<file path="config.mk">
export PLATFORM = sky130hd
export DESIGN_NAME = gbn_ram
export DESIGN_NICKNAME = d
export VERILOG_FILES = /design/src/rtl/core/go_back_n_sender_window_defines.svh /design/src/rtl/core/gbn_ram.sv
export SDC_FILE = /design/constraint.sdc
export NUM_CORES = 2
export LEC_CHECK = 0
export BUFFER_PORTS_ARGS = -buffer_cell sky130_fd_sc_hd__buf_2
export CORE_MARGIN = 1.5
export CORE_UTILIZATION = 30
export CTS_BUF_LIST = sky130_fd_sc_hd__clkbuf_16
export CTS_CLUSTER_SIZE = 12
export DETAILED_ROUTE_END_ITERATION = 10
export PLACE_DENSITY = 0.51
export SYNTH_ARGS = -nofsm -noshare
export SYNTH_HDL_FRONTEND = slang
export SYNTH_SLANG_ARGS = --single-unit
</file>
<file path="constraint.sdc">
create_clock -name clk -period 4.1 [get_ports clk]
set_clock_uncertainty 0.05 [all_clocks]
set_input_delay 0.41 -clock clk [delete_from_list [all_inputs] [get_ports clk]]
set_output_delay 0.41 -clock clk [all_outputs]
set_load 0.05 [all_outputs]
</file>
<file path="src/rtl/core/go_back_n_sender_window_defines.svh">
// assertion macros for the go-back-n sender window
// used by rtl files that carry concurrent checks; expects clk and rst_n in scope
`ifndef GO_BACK_N_SENDER_WINDOW_DEFINES_SVH
`define GO_BACK_N_SENDER_WINDOW_DEFINES_SVH

// condition holds at every edge out of reset
`define GBN_ASSERT_ALWAYS(label, cond, msg) \
    label: assert property (@(posedge clk) disable iff (!rst_n) (cond)) \
        else $error(msg);

// consequence holds in the same cycle as the antecedent
`define GBN_ASSERT_IMPLY(label, ante, cons, msg) \
    label: assert property (@(posedge clk) disable iff (!rst_n) (ante) |-> (cons)) \
        else $error(msg);

// consequence holds in the cycle after the antecedent
`define GBN_ASSERT_NEXT(label, ante, cons, msg) \
    label: assert property (@(posedge clk) disable iff (!rst_n) (ante) |=> (cons)) \
        else $error(msg);

`endif

</file>
<file path="src/rtl/core/gbn_ram.sv">
// generic single-port-write, single-port-read ram with registered read data
// no package dependencies
module gbn_ram #(
    parameter int WIDTH = 32,
    parameter int DEPTH = 64
) (
    input  logic                                   clk,
    input  logic                                   we,
    input  logic [((DEPTH > 1) ? $clog2(DEPTH) : 1)-1:0] waddr,
    input  logic [WIDTH-1:0]                       wdata,
    input  logic                                   re,
    input  logic [((DEPTH > 1) ? $clog2(DEPTH) : 1)-1:0] raddr,
    output logic [WIDTH-1:0]                       rdata
);
    logic [WIDTH-1:0] mem [DEPTH];
    logic [WIDTH-1:0] rdata_reg;

    // write port
    always_ff @(posedge clk)
    begin
        if (we)
        begin
            mem[waddr] <= wdata;
        end
    end

    // registered read port
    always_ff @(posedge clk)
    begin
        if (re)
        begin
            rdata_reg <= mem[raddr];
        end
    end

    assign rdata = rdata_reg;
endmodule

</file>
==> flow_metrics.py <==
metrics = {
    "run_status": {
        "outcome": "complete, no violations",
    },
    "worst_setup_path": {
        "crit_type": "input port to flip-flop",
        "critical_path.max_stage_delay_ps": 730,
        "slowest_stage": "o22ai_1",
        "crit_path_start_kind": "input port",
        "reg2reg_depth": 4,
        "crit_path_max_fanout": 37,
        "critPathMostFrequentCell": "buf_12",
        "internal_reg_to_reg_setup_slack_ps": 1410,
        "crit_chain": "buf_8, buf_12, buf_12, buf_12, mux4_2, mux4_2, o22ai_1, nor2_1",
        "endpoint_kind": "flip-flop",
        "critPathRequiredTime_ps": 4590,
        "critical_path_at_ps": 3640,
    },
    "pwr": {
        "irDropWorstVdd_uv": 335.9,
        "power-per-cell-area_nw_per_um2": 472.6,
        "cellLeakagePower_uw": 0.02811,
    },
    "global_route": {
        "gr-usage-all-layers_pct": 16.52,
        "grt_remaining_overflow": 0,
        "antenna_violations_before_repair": 24,
        "grt_start_max_net_pins": 65,
        "grt_first_pass_wirelength_um": 306000,
        "first_global_vias": 38160,
    },
    "sta": {
        "postLayoutSetupSlackWorst_ps": 945.6,
        "setup_repair_after_global_routing_missed_its_margin": "false",
        "finalCritPeriodShare_pct": 76.94,
        "tightestPinTransition_ps": 1249,
        "slew_headroom_pct": 16.73,
        "setup_viols_final": 0,
        "tns_ps": 0,
        "final.min_clock_period_ps": 3154,
        "report.final.slew_viol_count": 0,
        "final_hold_viol_count": 0,
        "achievable-frequency_mhz": 317.0,
    },
    "synth": {
        "netlist.area_leader.share_pct": 79.23,
        "netlist.top_cell.by_area": "edfxtp_1",
        "syn_inst": 3324,
        "synth.lib_cells_used.distinct": 33,
        "synth.yosys.seq_area_share_pct": 79.23,
        "syn_avg_cell_area_um2": 23.72,
        "synth_area_leaders": "edfxtp_1 (79%), mux4_2 (16%), mux2i_1 (1.2%)",
        "synthesis.yosys.warnings": 0,
        "post_synth_instance_area_um2": 78840,
        "post_synthesis_sequential_element_count": 2080,
        "number_of_nets_in_the_synthesized_netlist": 3371,
    },
    "floorplanning": {
        "num_rows": 188,
        "design.die.area_um2": 265900,
        "die_h_um": 515.6,
        "placeable_core_area_um2": 261800,
        "fp.dieW_um": 515.6,
        "effective_utilization_at_floorplan_pct": 30.11,
        "io-pin-count": 79,
    },
    "routing": {
        "top_routing_layer_in_use": "met5",
        "post_route_met1_wirelength_um": 94020,
        "detailedRoute.firstIterationViolations": 3795,
        "routed_wire_length_per_instance_um": 30.12,
        "antenna_violating_nets_post_route": 0,
        "met2WireLength_um": 107400,
        "drt_wl_total_um": 219900,
        "drc": 0,
        "vias": 36920,
        "wl_met3_um": 11690,
        "drt_pass1_iterations": 5,
        "via_per_instance_ratio": 5.055,
    },
    "clock_tree": {
        "cts_root_buf": "clkbuf_16",
        "cts_made_buffers": 205,
        "clk_latency_ps": 850,
        "max-clock-path-buffers": 3,
        "cts_tree": "built",
        "path_clk_slew_ps": 60,
        "clock-sinks": 2080,
        "postCtsSetupBuffers": 0,
        "cts_htree_levels": 4,
    },
    "placed_design": {
        "buffer_ports.inserted": 78,
        "routabilityCongestion": 0.8138,
        "dp.cells": 6962,
        "hpwl_um": 130000,
        "placement.setup.worst_slack_ps": 71.47,
    },
    "layout": {
        "final_core_util_pct": 34.93,
        "area_growth_syn_to_layout_pct": 15.99,
        "fillerInstances": 24030,
        "post_route_cells_drive_above_1_share_pct": 30.50,
        "final_net_count": 3711,
        "largest_register_ff_count": 2048,
        "layoutNonFillerInstCount": 7303,
    },
    "worst_hold_path": {
        "worst_hold_path_type": "input port to flip-flop",
        "hold-path-cell-count": 1,
    },
    "flow_run": {
        "timing.max_cap.violations": 0,
    },
}
[what timing repair did]
item | CTS | global route
hold buffers | 10 | 0
endpoints found under the hold margin | 138 | 0
gates resized for setup | 0 | 0
[cell usage after synthesis (all sizes together)]
cell,n
edfxtp,2080
mux4,544
nor2,137
buf,108
mux2i,93
o22ai,84
clkbuf,74
a21oi,62
o221ai,27
nand2,26
nor2b,15
a22oi,12
a311oi,8
nand2b,8
nor3,7
nand3,5
nand3b,5
or3b,5
a41o,4
and3,4
o32ai,4
or2,3
or3,3
and2,2
nand4,2
a31oi,1
nand4b,1
[kinds of logic (layout without fill, tap and decap cells)]
| group | after synthesis | in the layout | share of synthesized area (%) |
|---|---|---|---|
| buffers and inverters | 182 | 632 | 1.124 |
| and+or+nand+nor | 223 | 223 | 1.260 |
| other | 0 | 14 | 0 |
| DFF | 2080 | 2080 | 79.23 |
| AOI/OAI and AO/OA | 202 | 202 | 1.666 |
| muxes | 637 | 637 | 16.72 |
[layer usage]
| layer | up-vias | GRT usage [%] |
|---|---|---|
| met2 | 1133 | 27.26 |
| met5 | - | 0 |
| met1 | 20560 | 22.36 |
| met4 | 2 | 5.222 |
| li1 | 14960 | - |
| met3 | 261 | 2.533 |
[area by class of cell]
type,instances,area (µm²),share of cell area [%]
antenna,14,35.03,0.03831
timing repair buffer,315,2719,2.973
multi-input combinational,1062,15970,17.46
sequential,2080,62460,68.31
clock buffer,209,5230,5.720
tap,3515,4398,4.810
clock inverter,108,630.6,0.6896
[cells in the final DEF, fill, tap and decap left out, types with 5 or more instances in the layout]
cell / n
inv_1: 48
o22ai_1: 84
edfxtp_1: 2080
nor3_1: 5
nor2b_1: 15
a22oi_1: 12
dlygate4sd3_1: 10
diode_2: 14
nand2_1: 26
nor2_1: 75
nand3_1: 5
mux2i_1: 93
a311oi_1: 8
nand2b_1: 7
buf_2: 74
mux4_2: 544
buf_4: 188
buf_12: 39
clkbuf_16: 209
o221ai_1: 27
clkinv_2: 8
a21oi_1: 62
nor2_4: 62
nand3b_1: 5
clkinv_1: 36
[power breakdown]
| group | switching [µW] | total, µW | internal [µW] |
|---|---|---|---|
| logic | 1590 | 2460 | 868 |
| clock network | 7780 | 17100 | 9280 |
| registers | 107 | 23700 | 23600 |
| total | 9480 | 43200 | 33700 |
[stage by stage]
step	hold slack (ps)	power [µW]	cell area [µm²]
final	85.67	43220	91440
after global routing	56.76	44420	91410
after CTS	22.61	43630	91410
after detailed placement	739.8	26650	85440
after global placement	765.2	26620	85440
after floorplan	458.9	25330	78840
[critical path, delay by kind of cell]
family          cells  cell delay [ps]
compound gates      1              730
buf+inv             4             1100
mux                 2             1070
simple gates        1              210
[worst paths after layout]
path,startpoint,to
max,raddr[0],rdata[22]
min,wdata[25],mem[4][25]
max reg2reg,mem[7][22],rdata[22]
min reg2reg,mem[12][17],rdata[17]
Power figures use the tool's default switching activity.
