**config.mk**
```make
export PLATFORM = sky130hd
export DESIGN_NAME = gbn_div
export DESIGN_NICKNAME = d
export VERILOG_FILES = /design/src/rtl/core/go_back_n_sender_window_defines.svh /design/src/rtl/core/gbn_pkg.sv /design/src/rtl/core/gbn_div.sv
export SDC_FILE = /design/constraint.sdc
export NUM_CORES = 1
export LEC_CHECK = 0
export ABC_AREA = 1
export BUFFER_PORTS_ARGS = -buffer_cell sky130_fd_sc_hd__buf_2
export CAP_MARGIN = 25
export CORE_UTILIZATION = 35
export CTS_BUF_LIST = sky130_fd_sc_hd__clkbuf_8 sky130_fd_sc_hd__clkbuf_16
export DETAILED_ROUTE_END_ITERATION = 12
export HOLD_SLACK_MARGIN = 0.02
export PLACE_DENSITY = 0.6
export SYNTH_ARGS = -nofsm -noshare
export SYNTH_HDL_FRONTEND = slang
export SYNTH_SLANG_ARGS = --single-unit
```
**constraint.sdc**
```tcl
create_clock -name clk -period 2.44 [get_ports clk]
set_input_delay 0.244 -clock clk [delete_from_list [all_inputs] [get_ports clk]]
set_output_delay 0.244 -clock clk [all_outputs]
set_load 0.03 [all_outputs]
```
**src/rtl/core/go_back_n_sender_window_defines.svh**
```systemverilog
// assertion macros for the go-back-n sender window
// used by rtl files that carry concurrent checks; expects clk and rst_n in scope
`ifndef GO_BACK_N_SENDER_WINDOW_DEFINES_SVH
`define GO_BACK_N_SENDER_WINDOW_DEFINES_SVH

// condition holds at every edge out of reset
`define GBN_ASSERT_ALWAYS(label, cond, msg) \
    label: assert property (@(posedge clk) disable iff (!rst_n) (cond)) \
        else $error(msg);

// consequence holds in the same cycle as the antecedent
`define GBN_ASSERT_IMPLY(label, ante, cons, msg) \
    label: assert property (@(posedge clk) disable iff (!rst_n) (ante) |-> (cons)) \
        else $error(msg);

// consequence holds in the cycle after the antecedent
`define GBN_ASSERT_NEXT(label, ante, cons, msg) \
    label: assert property (@(posedge clk) disable iff (!rst_n) (ante) |=> (cons)) \
        else $error(msg);

`endif

```
**src/rtl/core/gbn_pkg.sv**
```systemverilog
// shared types, constants and helper functions of the go-back-n sender window
// no dependencies; imported by gbn_cmd_if, gbn_evt_if, gbn_div and go_back_n_sender_window
package gbn_pkg;

    // field widths
    localparam int CMD_W      = 2;
    localparam int EV_W       = 2;
    localparam int SEQ_W      = 8;
    localparam int TIME_W     = 32;
    localparam int TIMER_W    = 17;
    localparam int SUM_W      = 48;
    localparam int CNT_W      = 32;
    localparam int TO_W       = 16;
    localparam int WIN_W      = 7;
    localparam int WARM_W     = 8;
    localparam int DIV_CNT_W  = $clog2(SUM_W + 1);

    // configuration port
    localparam int CFG_IDX_W  = 2;
    localparam int CFG_DATA_W = 16;
    localparam logic [CFG_IDX_W-1:0] CFG_WINDOW_SIZE = 2'd0;
    localparam logic [CFG_IDX_W-1:0] CFG_FIRST_TO    = 2'd1;
    localparam logic [CFG_IDX_W-1:0] CFG_RETRY_TO    = 2'd2;
    localparam logic [CFG_IDX_W-1:0] CFG_WARMUP      = 2'd3;

    // register reset values
    localparam logic [WIN_W-1:0]  WINDOW_RESET   = 7'd8;
    localparam logic [TO_W-1:0]   FIRST_TO_RESET = 16'd10;
    localparam logic [TO_W-1:0]   RETRY_TO_RESET = 16'd100;
    localparam logic [WARM_W-1:0] WARMUP_RESET   = 8'd10;

    // window storage depth
    localparam int MAX_WINDOW_DEF = 64;

    // sequence numbers run 0..254
    localparam logic [SEQ_W-1:0]   SEQ_LAST  = 8'd254;
    localparam logic [WARM_W-1:0]  FSD_MAX   = 8'd255;
    localparam logic [TIMER_W-1:0] TIMER_MAX = 17'h1FFFF;

    // command codes
    localparam logic [CMD_W-1:0] CMD_TICK  = 2'd0;
    localparam logic [CMD_W-1:0] CMD_OFFER = 2'd1;
    localparam logic [CMD_W-1:0] CMD_ACK   = 2'd2;

    // result event codes
    localparam logic [EV_W-1:0] EV_SEND   = 2'd0;
    localparam logic [EV_W-1:0] EV_RETX   = 2'd1;
    localparam logic [EV_W-1:0] EV_ACK    = 2'd2;
    localparam logic [EV_W-1:0] EV_REFUSE = 2'd3;

    typedef logic [SEQ_W-1:0] seq_t;

    // next sequence number modulo 255
    function automatic seq_t seq_inc(input seq_t s);
        seq_inc = (s == SEQ_LAST) ? '0 : s + 8'd1;
    endfunction

    // fixed timeouts during warmup, twice the average after it
    function automatic logic [TIMER_W-1:0] pick_timeout(
        input logic              warm,
        input logic              retry,
        input logic [TO_W-1:0]   first_to,
        input logic [TO_W-1:0]   retry_to,
        input logic [TIME_W-1:0] avg
    );
        if (warm)
            pick_timeout = retry ? {1'b0, retry_to} : {1'b0, first_to};
        else if (avg[TIME_W-1:TO_W] != '0)
            pick_timeout = TIMER_MAX;
        else
            pick_timeout = {avg[TO_W-1:0], 1'b0};
    endfunction

endpackage

```
**src/rtl/core/gbn_div.sv**
```systemverilog
// radix-2 restoring divider for the running round-trip average
// depends on gbn_pkg; one quotient bit per cycle, SUM_W quotient bits per division
module gbn_div
    import gbn_pkg::*;
(
    input  logic             clk,
    input  logic             rst_n,
    input  logic             start,
    input  logic [SUM_W-1:0] num,
    input  logic [CNT_W-1:0] den,
    output logic             done,
    output logic [SUM_W-1:0] quo
);
    logic                 run_reg, run_next;
    logic                 done_reg, done_next;
    logic [DIV_CNT_W-1:0] cnt_reg, cnt_next;
    logic [CNT_W-1:0]     rem_reg, rem_next;
    logic [CNT_W-1:0]     den_reg, den_next;
    logic [SUM_W-1:0]     quo_reg, quo_next;

    logic [CNT_W:0] shifted;
    logic [CNT_W:0] diff;
    logic           ge;

    // one restoring step
    assign shifted = {rem_reg, quo_reg[SUM_W-1]};
    assign diff    = shifted - {1'b0, den_reg};
    assign ge      = (shifted >= {1'b0, den_reg});

    always_comb
    begin
        run_next  = run_reg;
        done_next = 1'b0;
        cnt_next  = cnt_reg;
        rem_next  = rem_reg;
        den_next  = den_reg;
        quo_next  = quo_reg;
        if (start)
        begin
            run_next = 1'b1;
            cnt_next = DIV_CNT_W'(SUM_W);
            rem_next = '0;
            den_next = den;
            quo_next = num;
        end
        else if (run_reg)
        begin
            rem_next = ge ? diff[CNT_W-1:0] : shifted[CNT_W-1:0];
            quo_next = {quo_reg[SUM_W-2:0], ge};
            cnt_next = cnt_reg - DIV_CNT_W'(1);
            if (cnt_reg == DIV_CNT_W'(1))
            begin
                run_next  = 1'b0;
                done_next = 1'b1;
            end
        end
    end

    // control state
    always_ff @(posedge clk or negedge rst_n)
    begin
        if (!rst_n)
        begin
            run_reg  <= 1'b0;
            done_reg <= 1'b0;
            cnt_reg  <= '0;
        end
        else
        begin
            run_reg  <= run_next;
            done_reg <= done_next;
            cnt_reg  <= cnt_next;
        end
    end

    // datapath
    always_ff @(posedge clk)
    begin
        rem_reg <= rem_next;
        den_reg <= den_next;
        quo_reg <= quo_next;
    end

    assign done = done_reg;
    assign quo  = quo_reg;
endmodule

```
==> results.yml <==
synthesis:
  seq_area_frac_synth_pct: 43.0
  synthCells: 1060
  ys_ff_latch: 120
  synth_compound_area_share_pct: 3.50
  ys_async_sr_fraction_pct: 6.67
  synth_top_area_share_pct: 31.9
  synth_top_area_cell: "edfxtp_1"
  synth_edf_count: 80
  yosys_warnings: 0
  synth_top_family_by_area: "simple AND/OR/NAND/NOR gates"
  synth-adder-area-share_pct: 5.91
  synth.distinct_cells: 36
  synthMuxAreaShare_pct: 0
  netlist_area_mm2: 0.00754
  synth_fp_nets: 1178
  yosysMostFrequentCell: "nand2_1"
  netlist_top_cells_count: "nand2_1, inv_1, nand3_1"
  synthTopCellsByArea: "edfxtp_1, nand2_1, inv_1, dfxtp_1, ha_1"
  avgSynthCellArea_um2: 7.11
  synth_flop_cell: "edfxtp_1"
  yosys.area_share.simple_pct: 35.0
  synth-xor-area-share_pct: 1.63
finish:
  largest_reg_flops: 48
  drive_gt1_share_pct: 15.6
  utilization_pct: 45.1
  area_delta_synth_final_pct: 26.0
  diodes: 0
  finalInstanceArea_mm2: 0.00950
  layout.nets: 1345
  num-fill-cells: 2207
cts:
  clk_latency_ps: 430
  cts_sinks: 120
  h-tree-depth: 4
  clkTransAtPathRegs_ps: 70
  clk_path_buf_depth: 2
  cts_buffers: 17
  root_buffer: "clkbuf_16"
  cts_tree: "built"
  cts_setup_buffers: 0
global_routing:
  grt_pass1_vias: 6768
  grt_max_degree: 58
  gr-total-overflow: 0
  grtUsageTotal_pct: 18.9
  grt_pass1_wl_um: 32800
  antenna_found_initial: 0
timing:
  worst-slew-pin-transition_ps: 501
  finalCriticalPeriod_ps: 2260
  setup_slack_ps: 178
  hold_viol_final: 0
  setup_viol: 0
  fin_skew_ps: 11.0
  fmax_mhz: 442
  period_share_pct: 92.7
  drv_slew: 0
  relSlewSlack_pct: 66.6
  whs_ps: 80.0
power_and_ir_drop:
  seqPwrFrac_pct: 30.4
  p_sw_mw: 3.55
  switching_share_pct: 39.9
  clkPwrFrac_pct: 29.0
  p_int_mw: 5.36
  combinationalPowerShare_pct: 40.6
  power.density_mw_per_mm2: 938
  worst_ir_drop_vdd_uv: 453
  finalPower_mw: 8.91
  p_leak_nw: 5.10
detailed_routing:
  vias: 6930
  post_drt_wl_per_cell_um: 13.3
  viasPerCell: 4.57
  first_iter_violations: 409
  wl_um: 20100
  drtAntennaViolNets: 0
  dr.pass1.iters: 6
  drc_errors: 0
placed_design:
  pre_cts_ws_ps: 145
  io_buffers: 131
  gp_congestion: 0.933
  dp_hpwl_um: 14400
  placed_cell_area_mm2: 0.00852
run_status:
  status: "finished, final reports clean"
worst_setup_path:
  cp.required_ps: 2750
  cp-endpoint: "rem_reg[24]"
  cp_max_fo: 4
  cp-end-kind: "flip-flop"
  crit_type: "reg2reg"
  reg2reg_depth: 15
  crit-reg2reg-launch: "quo[47]"
  critPathLaunch: "quo[47]"
  timing.rr.end: "rem_reg[24]"
  worstPathArrival_ps: 2570
  critPathLaunchType: "flip-flop"
  r2r_setup_slack_ps: 180
floorplan:
  core_mm2: 0.0211
  start_util_pct: 35.8
  fp.dieArea_mm2: 0.0221
  io_pins: 132
  rows: 53
  die_x_um: 149
  die_h_um: 149
hold_path:
  hp-class: "in2reg"
flow_run:
  maxCapViolCount: 0
## worst min path at each step
| stage | start | to | slack (ps) | cells after the start |
|---|---|---|---|---|
| final | num[29] | quo[29] | 80 | 3 |
| after global routing | num[17] | quo[17] | 80 | 3 |
| after floorplan | rst_n | cnt_reg[0] | -50 | 0 |
| after CTS | num[29] | quo[29] | 70 | 3 |
| after detailed placement | rst_n | done | 100 | 1 |
| after global placement | rst_n | cnt_reg[1] | 100 | 1 |
## critical path: stages, from the launching register on
cell	delay (ps)
edfxtp_1	330
inv_1	50
ha_1	220
fa_1	410
inv_1	90
nand3_1	70
nand3_1	220
nand2_1	110
nand2_1	140
nand2_1	110
nand3_1	100
nand2_1	50
nand2_1	60
nand2_1	50
nand3_1	70
nand2_1	60
## layout make-up
type                    count  area [um^2]  area share, %
clock buffers              17          425           4.48
repair buffers            174         1130           11.9
multi-input cells         730         3500           36.8
well taps                 275          344           3.62
inverters                 184          691           7.27
clock inverters            15          169           1.78
flip-flops and latches    120         3240           34.1
## layer usage
metal	up-vias	part of all wire [%]	track usage (%)
met5	-	0	0
met4	0	1.8	6.58
met3	23	6.8	5.05
met2	219	44	30.6
met1	3071	47	24.3
li1	3617	-	-
## metrics by stage
stage / cells / TNS, ps
2_1_floorplan: 1060 / 0
3_3_place_gp: 1449 / 0
3_5_place_dp: 1449 / 0
4_1_cts: 1514 / 0
5_1_grt: 1515 / -4.31
6_report: 1515 / 0
## cell usage in the layout, fill, tap and decap left out, types with 3 or more instances in the layout
master / netlist / layout
dfrtp_1: 8 / 8
nor2_1: 42 / 41
dfxtp_1: 32 / 32
clkinv_1: 4 / 4
edfxtp_1: 80 / 80
ha_1: 34 / 34
nor2_4: 3 / 3
buf_12: 0 / 3
nand4_1: 8 / 8
dlygate4sd3_1: 0 / 33
nand3b_1: 16 / 16
buf_2: 6 / 130
xnor2_1: 13 / 13
and2_1: 3 / 3
o21bai_1: 3 / 3
o21ai_0: 10 / 10
buf_4: 2 / 5
nor3_1: 4 / 4
nand2_1: 459 / 457
nor2_2: 4 / 5
nand3_1: 82 / 82
o21ai_1: 8 / 8
nand2_2: 6 / 7
inv_6: 0 / 5
a21oi_1: 23 / 23
clkinv_4: 0 / 4
inv_1: 179 / 179
clkbuf_16: 0 / 18
## kinds of logic after synthesis
kind of cell	Yosys count
compound gates	49
xor+xnor	14
fa+ha+maj	35
buf+inv	210
flops	120
simple gates	632
## timing repair
item / CTS / global route
setup endpoints to repair: 0 / 31
endpoints found under the hold margin: 40 / 0
gates resized for setup: 0 / 8
hold buffers: 33 / 0
## power groups by stage
| stage | Clock [mW] | Sequential (mW) | Combinational (mW) |
|---|---|---|---|
| after global placement | 0 | 2.74 | 3.50 |
| after detailed placement | 0 | 2.74 | 3.51 |
| after CTS | 2.63 | 2.71 | 3.58 |
| after floorplan | 0 | 2.86 | 2.57 |
| final | 2.58 | 2.71 | 3.62 |
| after global routing | 2.72 | 2.75 | 4.13 |
No activity file was read; power rests on OpenSTA's default activity.
